==> config.mk <==
export PLATFORM = sky130hd
export DESIGN_NAME = fgft_ctrl
export DESIGN_NICKNAME = d
export VERILOG_FILES = /design/src/hdl/fgft_pkg.sv /design/src/hdl/fgft_ctrl.sv
export SDC_FILE = /design/constraint.sdc
export NUM_CORES = 1
export LEC_CHECK = 0
export ABC_AREA = 1
export BUFFER_PORTS_ARGS = -buffer_cell sky130_fd_sc_hd__buf_4
export CAP_MARGIN = 10
export CORE_AREA = 2 2 39 41
export CTS_BUF_LIST = sky130_fd_sc_hd__clkbuf_16
export DETAILED_ROUTE_END_ITERATION = 12
export DIE_AREA = 0 0 41 43
export PLACE_DENSITY = 0.74
export SYNTH_ARGS = -nofsm -noshare
export SYNTH_HDL_FRONTEND = slang
export SYNTH_SLANG_ARGS = --single-unit
export TNS_END_PERCENT = 1
==> constraint.sdc <==
create_clock -name clk -period 2.6 [get_ports clk]
set_input_delay 0 -clock clk [delete_from_list [all_inputs] [get_ports clk]]
set_output_delay 0 -clock clk [all_outputs]
set_load 0.05 [all_outputs]
==> src/hdl/fgft_pkg.sv <==
package fgft_pkg;

    typedef enum logic [3:0] {
        ST_IDLE,
        ST_CLEAR,
        ST_LSEARCH,
        ST_RSEARCH,
        ST_SETX,
        ST_SETQ,
        ST_QMAX,
        ST_OUT
    } fgft_state_t;

    localparam logic OP_PLACE = 1'b0;
    localparam logic OP_QUERY = 1'b1;

    // controller to datapath
    typedef struct packed {
        logic load;        // capture the input item
        logic clr_step;    // clear one entry, advance the clear address
        logic lscan_start;
        logic lscan_step;
        logic rscan_start;
        logic rscan_step;
        logic tree_start_x;
        logic tree_start_q;
        logic tree_step;
        logic qmax_start;
        logic qmax_step;
        logic mark_set;
        logic out_load;
    } fgft_cmd_t;

    // datapath to controller
    typedef struct packed {
        logic op;
        logic skip_place;  // out of range or already an obstacle
        logic clr_done;
        logic lscan_done;
        logic rscan_done;
        logic rfound;
        logic tree_done;
        logic qmax_done;
    } fgft_stat_t;

endpackage

==> src/hdl/fgft_ctrl.sv <==
module fgft_ctrl
(
    input  logic                clk,
    input  logic                rst_n,
    input  logic                s_axis_tvalid,
    output logic                s_axis_tready,
    input  logic                out_full,
    output logic                m_valid_load,
    input  fgft_pkg::fgft_stat_t stat,
    output fgft_pkg::fgft_cmd_t  cmd
);
    import fgft_pkg::*;

    fgft_state_t state_reg, state_next;

    always_ff @(posedge clk or negedge rst_n)
    begin
        if (!rst_n)
        begin
            state_reg <= ST_CLEAR;
        end
        else
        begin
            state_reg <= state_next;
        end
    end

    always_comb
    begin
        state_next = state_reg;
        case (state_reg)
            ST_CLEAR:
            begin
                if (stat.clr_done)
                begin
                    state_next = ST_IDLE;
                end
            end
            ST_IDLE:
            begin
                if (s_axis_tvalid)
                begin
                    state_next = ST_LSEARCH;
                end
            end
            ST_LSEARCH:
            begin
                if (stat.lscan_done)
                begin
                    if (stat.op == OP_QUERY)
                    begin
                        state_next = ST_QMAX;
                    end
                    else if (stat.skip_place)
                    begin
                        state_next = ST_IDLE;
                    end
                    else
                    begin
                        state_next = ST_SETX;
                    end
                end
            end
            ST_SETX:
            begin
                if (stat.tree_done)
                begin
                    state_next = ST_RSEARCH;
                end
            end
            ST_RSEARCH:
            begin
                if (stat.rscan_done)
                begin
                    state_next = stat.rfound ? ST_SETQ : ST_IDLE;
                end
            end
            ST_SETQ:
            begin
                if (stat.tree_done)
                begin
                    state_next = ST_IDLE;
                end
            end
            ST_QMAX:
            begin
                if (stat.qmax_done)
                begin
                    state_next = ST_OUT;
                end
            end
            ST_OUT:
            begin
                if (!out_full)
                begin
                    state_next = ST_IDLE;
                end
            end
            default:
            begin
                state_next = ST_IDLE;
            end
        endcase
    end

    always_comb
    begin
        cmd           = '0;
        s_axis_tready = 1'b0;
        m_valid_load  = 1'b0;
        case (state_reg)
            ST_CLEAR:
            begin
                cmd.clr_step = 1'b1;
            end
            ST_IDLE:
            begin
                s_axis_tready   = 1'b1;
                cmd.load        = s_axis_tvalid;
                cmd.lscan_start = s_axis_tvalid;
            end
            ST_LSEARCH:
            begin
                cmd.lscan_step = 1'b1;
                if (stat.lscan_done)
                begin
                    cmd.tree_start_x = (stat.op == OP_PLACE) && !stat.skip_place;
                    cmd.qmax_start   = (stat.op == OP_QUERY);
                end
            end
            ST_SETX:
            begin
                cmd.tree_step = 1'b1;
                if (stat.tree_done)
                begin
                    cmd.rscan_start = 1'b1;
                end
            end
            ST_RSEARCH:
            begin
                cmd.rscan_step = 1'b1;
                if (stat.rscan_done)
                begin
                    cmd.tree_start_q = stat.rfound;
                    cmd.mark_set     = !stat.rfound;
                end
            end
            ST_SETQ:
            begin
                cmd.tree_step = 1'b1;
                cmd.mark_set  = stat.tree_done;
            end
            ST_QMAX:
            begin
                cmd.qmax_step = 1'b1;
            end
            ST_OUT:
            begin
                cmd.out_load = !out_full;
                m_valid_load = !out_full;
            end
            default:
            begin
                cmd = '0;
            end
        endcase
    end

    assert property (@(posedge clk) disable iff (!rst_n)
        (state_reg == ST_OUT && !out_full) |=> (state_reg == ST_IDLE))
        else $error("result state not left");

    assert property (@(posedge clk) disable iff (!rst_n)
        s_axis_tready |-> (state_reg == ST_IDLE))
        else $error("ready outside idle");

    assert property (@(posedge clk) disable iff (!rst_n)
        (cmd.mark_set) |-> (state_reg == ST_RSEARCH || state_reg == ST_SETQ))
        else $error("mark written outside placement");

endmodule

# After elaboration in Yosys (flattened, before gate mapping)
# Cells that the tools add are included.
# W data, S select, Z words.
# op_classes
reduce_logical	7
n_bitwise	1
n_eq_ne	15
n_mux	30
# op_table
cell	count
$mux W4	8
$pmux W4 S8	1
$mux W1	17
$eq A4 B3 Y1 const B	4
$ne A2 B2 Y1 const B	8
$mux W3	3
$eq A4 B2 Y1 const B	2
$reduce_and A8 Y1	1
$eq A4 B1 Y1 const B	1
$logic_not A4 Y1	1
$logic_not A1 Y1	3
$pmux W1 S2	1
$reduce_or A2 Y1	1
$logic_and A1 B1 Y1	1
$not A1 Y1	1
# word_totals
in_bits	12
reg_bits	4

# Logic depth before layout (Yosys ltp)
# logic_depth
depth_word	4
ltp_mapped	9

# Least setup slack after synthesis
# Ideal clock, no wire load.
# synth_path
kind	reg2out
start	register state_reg[2]
end	output cmd[3] in the netlist's numbering
stages_incl_launch_ff	7
t_required_ns	2.600
slack_ns	0.045
arrival_ns	2.555
n_path_buf	1
cell_sequence	dfrtp_1 -> buf_6 -> inv_2 -> nand2_1 -> nor2_1 -> inv_1 -> nor3_1
# synth_rtl
item	line_no	text
from (decl)	fgft_ctrl.sv:14	fgft_state_t state_reg, state_next;
from (signal assigned)	fgft_ctrl.sv:24	state_reg <= state_next;
to (decl)	fgft_ctrl.sv:10	output fgft_pkg::fgft_cmd_t cmd

==> out/qor.json <==
{
  "run_status": {"value": "finished, final reports clean"},
  "clk-insertion-delay-late": {"value": 0.22, "unit": "ns"},
  "fin_crit_sh": {"value": 0.6030},
  "layout_common_cells": {"value": "sky130_fd_sc_hd__buf_4 (26), sky130_fd_sc_hd__nand2_1 (15), sky130_fd_sc_hd__inv_1 (11)"},
  "antenna_found_initial": {"value": 0},
  "synth_area_per_cell": {"value": 6.408, "unit": "µm²"},
  "floorplan.initialDensity": {"value": 0.3056},
  "cts.path.max_buffers": {"value": 2},
  "yosys-top-cells-area": {"value": "sky130_fd_sc_hd__nand2_1 (13%), sky130_fd_sc_hd__dfrtp_1 (12%), sky130_fd_sc_hd__inv_1 (8.9%)"},
  "finalWirelength": {"value": 1032, "unit": "µm"},
  "crit_fanout": {"value": 9},
  "gr-usage-all-layers": {"value": 0.1260},
  "slew_viol_final": {"value": 0},
  "drt_pre_antenna_iters": {"value": 4},
  "vdd.ir_drop.worst": {"value": 0.6533, "unit": "mV"},
  "dp.final_hpwl": {"value": 825.9, "unit": "µm"},
  "wire_length_of_the_first_global_routing_pass": {"value": 1580, "unit": "µm"},
  "final_common_cell": {"value": "sky130_fd_sc_hd__buf_4"},
  "worstPathArrival": {"value": 1.57, "unit": "ns"},
  "drv.max_cap_violation_count": {"value": 0},
  "layout.cells.non_filler": {"value": 109},
  "antennaDiodeCount": {"value": 0},
  "nets": {"value": 106},
  "clkTransAtPathRegs": {"value": 0.03, "unit": "ns"},
  "crit_family": {"value": "flip-flops"},
  "syn_nets": {"value": 78},
  "worstSetupStartpointType": {"value": "flip-flop"},
  "tritoncts_clock_tree": {"value": "built"},
  "timing.fmax": {"value": 637.9, "unit": "MHz"},
  "timing.final.crit_period": {"value": 1.568, "unit": "ns"},
  "hp-class": {"value": "in -> async"},
  "rsz_0062_raised_after_global_routing": {"value": "no"},
  "finalSetupTns": {"value": 0, "unit": "ns"},
  "gp_congestion": {"value": 0.8171},
  "final-setup-viol-count": {"value": 0},
  "drt_first_iter_violations": {"value": 9},
  "worstPathCellList": {"value": "inv_2 > nand2_1 > nor2_1 > inv_1 > nor4_2 > buf_4"},
  "largest_register_ff_count": {"value": 3},
  "share_of_post_route_cells_with_drive_strength_above_1": {"value": 0.4839},
  "power.static_leakage": {"value": 0.3940, "unit": "nW"},
  "slowest_stage": {"value": "sky130_fd_sc_hd__dfrtp_1"},
  "setup.worst_path.start": {"value": "state_reg[2]"},
  "tightest_slew": {"value": 0.4099, "unit": "ns"},
  "wire_per_inst": {"value": 9.468, "unit": "µm"},
  "number_of_buffers_inserted_by_port_buffering": {"value": 26},
  "die_h": {"value": 43, "unit": "µm"},
  "mappedNetlistArea": {"value": 422.9, "unit": "µm²"},
  "grt_start_max_net_pins": {"value": 11},
  "design.portCount": {"value": 27},
  "timing.setup.critical_path_class": {"value": "reg -> out"},
  "drc": {"value": 0},
  "critical_path.n_buffers_inverters": {"value": 3},
  "drtAntennaViolNets": {"value": 0},
  "synth_top_area_cell": {"value": "sky130_fd_sc_hd__nand2_1"},
  "synth_largest_type_area_fraction": {"value": 0.1331},
  "synthCells": {"value": 66},
  "numClockSinks": {"value": 3},
  "synth_cell_types": {"value": 20},
  "route.vias.total": {"value": 492},
  "cp_data_required_time": {"value": 2.60, "unit": "ns"},
  "synth_sequential_area_ratio": {"value": 0.1805},
  "cts_repair_resize_count": {"value": 0},
  "vias_per_cell": {"value": 4.514},
  "number_of_synthesized_register_bits": {"value": 3},
  "total_die_area": {"value": 1763, "unit": "µm²"},
  "finalClockSkew": {"value": 0.0009986, "unit": "ns"},
  "cts_max_level": {"value": 1},
  "fp-row-count": {"value": 14},
  "core_area": {"value": 1384, "unit": "µm²"},
  "r2r-start": {"value": "state_reg[2]"},
  "number_of_global_route_vias_before_repair": {"value": 394},
  "hold_viol": {"value": 0},
  "place.detailed.instances": {"value": 104},
  "ctsRootBufferMaster": {"value": "sky130_fd_sc_hd__clkbuf_16"},
  "numCtsBuffers": {"value": 3},
  "max_stage_delay": {"value": 0.51, "unit": "ns"},
  "timing.max_slew.rel_slack": {"value": 0.7267},
  "die_x_extent": {"value": 41, "unit": "µm"},
  "pwr_density_cell": {"value": 1402, "unit": "nW/µm²"},
  "flow.area_growth_from_synthesis": {"value": 63.91, "unit": "%"},
  "gr-total-overflow": {"value": 0},
  "yosys_warnings": {"value": 0},
  "setup.worst_path.end_class": {"value": "output pin"}
}
cell families after synthesis:
group,share of synthesized area
AO/OA/AOI/OAI,0.03549
buffers and inverters,0.1864
flip-flops,0.1805
AND/OR/NAND/NOR,0.5976
repair_timing:
item / CTS / global route
endpoints found under the hold margin: 3 / 0
setup endpoints to repair: 0 / 0
hold buffers: 1 / 0
setup buffers: 0 / 0
cell type report:
| cell class | count | area, µm² |
|---|---|---|
| Fill cell | 140 | 690.7 |
| Multi-Input combinational cell | 47 | 267.8 |
| Timing Repair Buffer | 27 | 205.2 |
| Sequential cell | 3 | 76.32 |
| Clock buffer | 3 | 75.07 |
| Inverter | 12 | 45.04 |
| Tap cell | 16 | 20.02 |
| Clock inverter | 1 | 3.754 |
metrics by stage:
step | total power, mW | utilization | instance area [µm²] | hold slack (ns) | worst slack (ns)
after CTS | 0.9792 | 0.5009 | 693.2 | 0.1005 | 1.015
after global placement | 0.7264 | 0.4367 | 604.3 | -0.2108 | 1.243
after floorplan | 0.6165 | - | 422.9 | -0.2956 | 0.04477
final | 0.9719 | 0.5009 | 693.2 | 0.1073 | 1.032
after detailed placement | 0.7332 | 0.4367 | 604.3 | -0.2102 | 1.256
after global routing | 1.041 | 0.5009 | 693.2 | 0.1207 | 0.8571
cell usage after synthesis (all sizes together):
library cell and n:
dfstp 1, nand3b 1, nor2 11, a32o 1, nor4 1, nor3 4
dfrtp 2, nand4 1, nand2 20, inv 12, o21ai 1, buf 4
nand3 7
worst paths after layout:
| path | to | slack (ns) | cells past startpoint |
|---|---|---|---|
| min | state_reg[2] | 0.11 | 2 |
| max reg2reg | state_reg[2] | 1.28 | 8 |
| max | cmd[6] | 1.03 | 6 |
| min in group clk | state_reg[0] | 0.19 | 5 |
| min reg2reg | state_reg[0] | 0.52 | 2 |
| max in group asynchronous | state_reg[0] | 2.31 | 2 |
layer usage:
metal  vias up  global-route usage  routed length (µm)
met1       215              0.1726                 434
met5         -                   0                   0
met3         0             0.01571                 101
li1        255                   -                   -
met2        22              0.1969                 496
met4         0             0.04000                   0
power by group:
group / leakage [nW] / switching, mW / internal (mW) / total [mW]
registers: 0.0348 / 0.0629 / 0.0742 / 0.137
logic: 0.317 / 0.410 / 0.186 / 0.595
clock network: 0.0423 / 0.0414 / 0.198 / 0.240
Note: power is estimated with default switching activity, not from simulation.
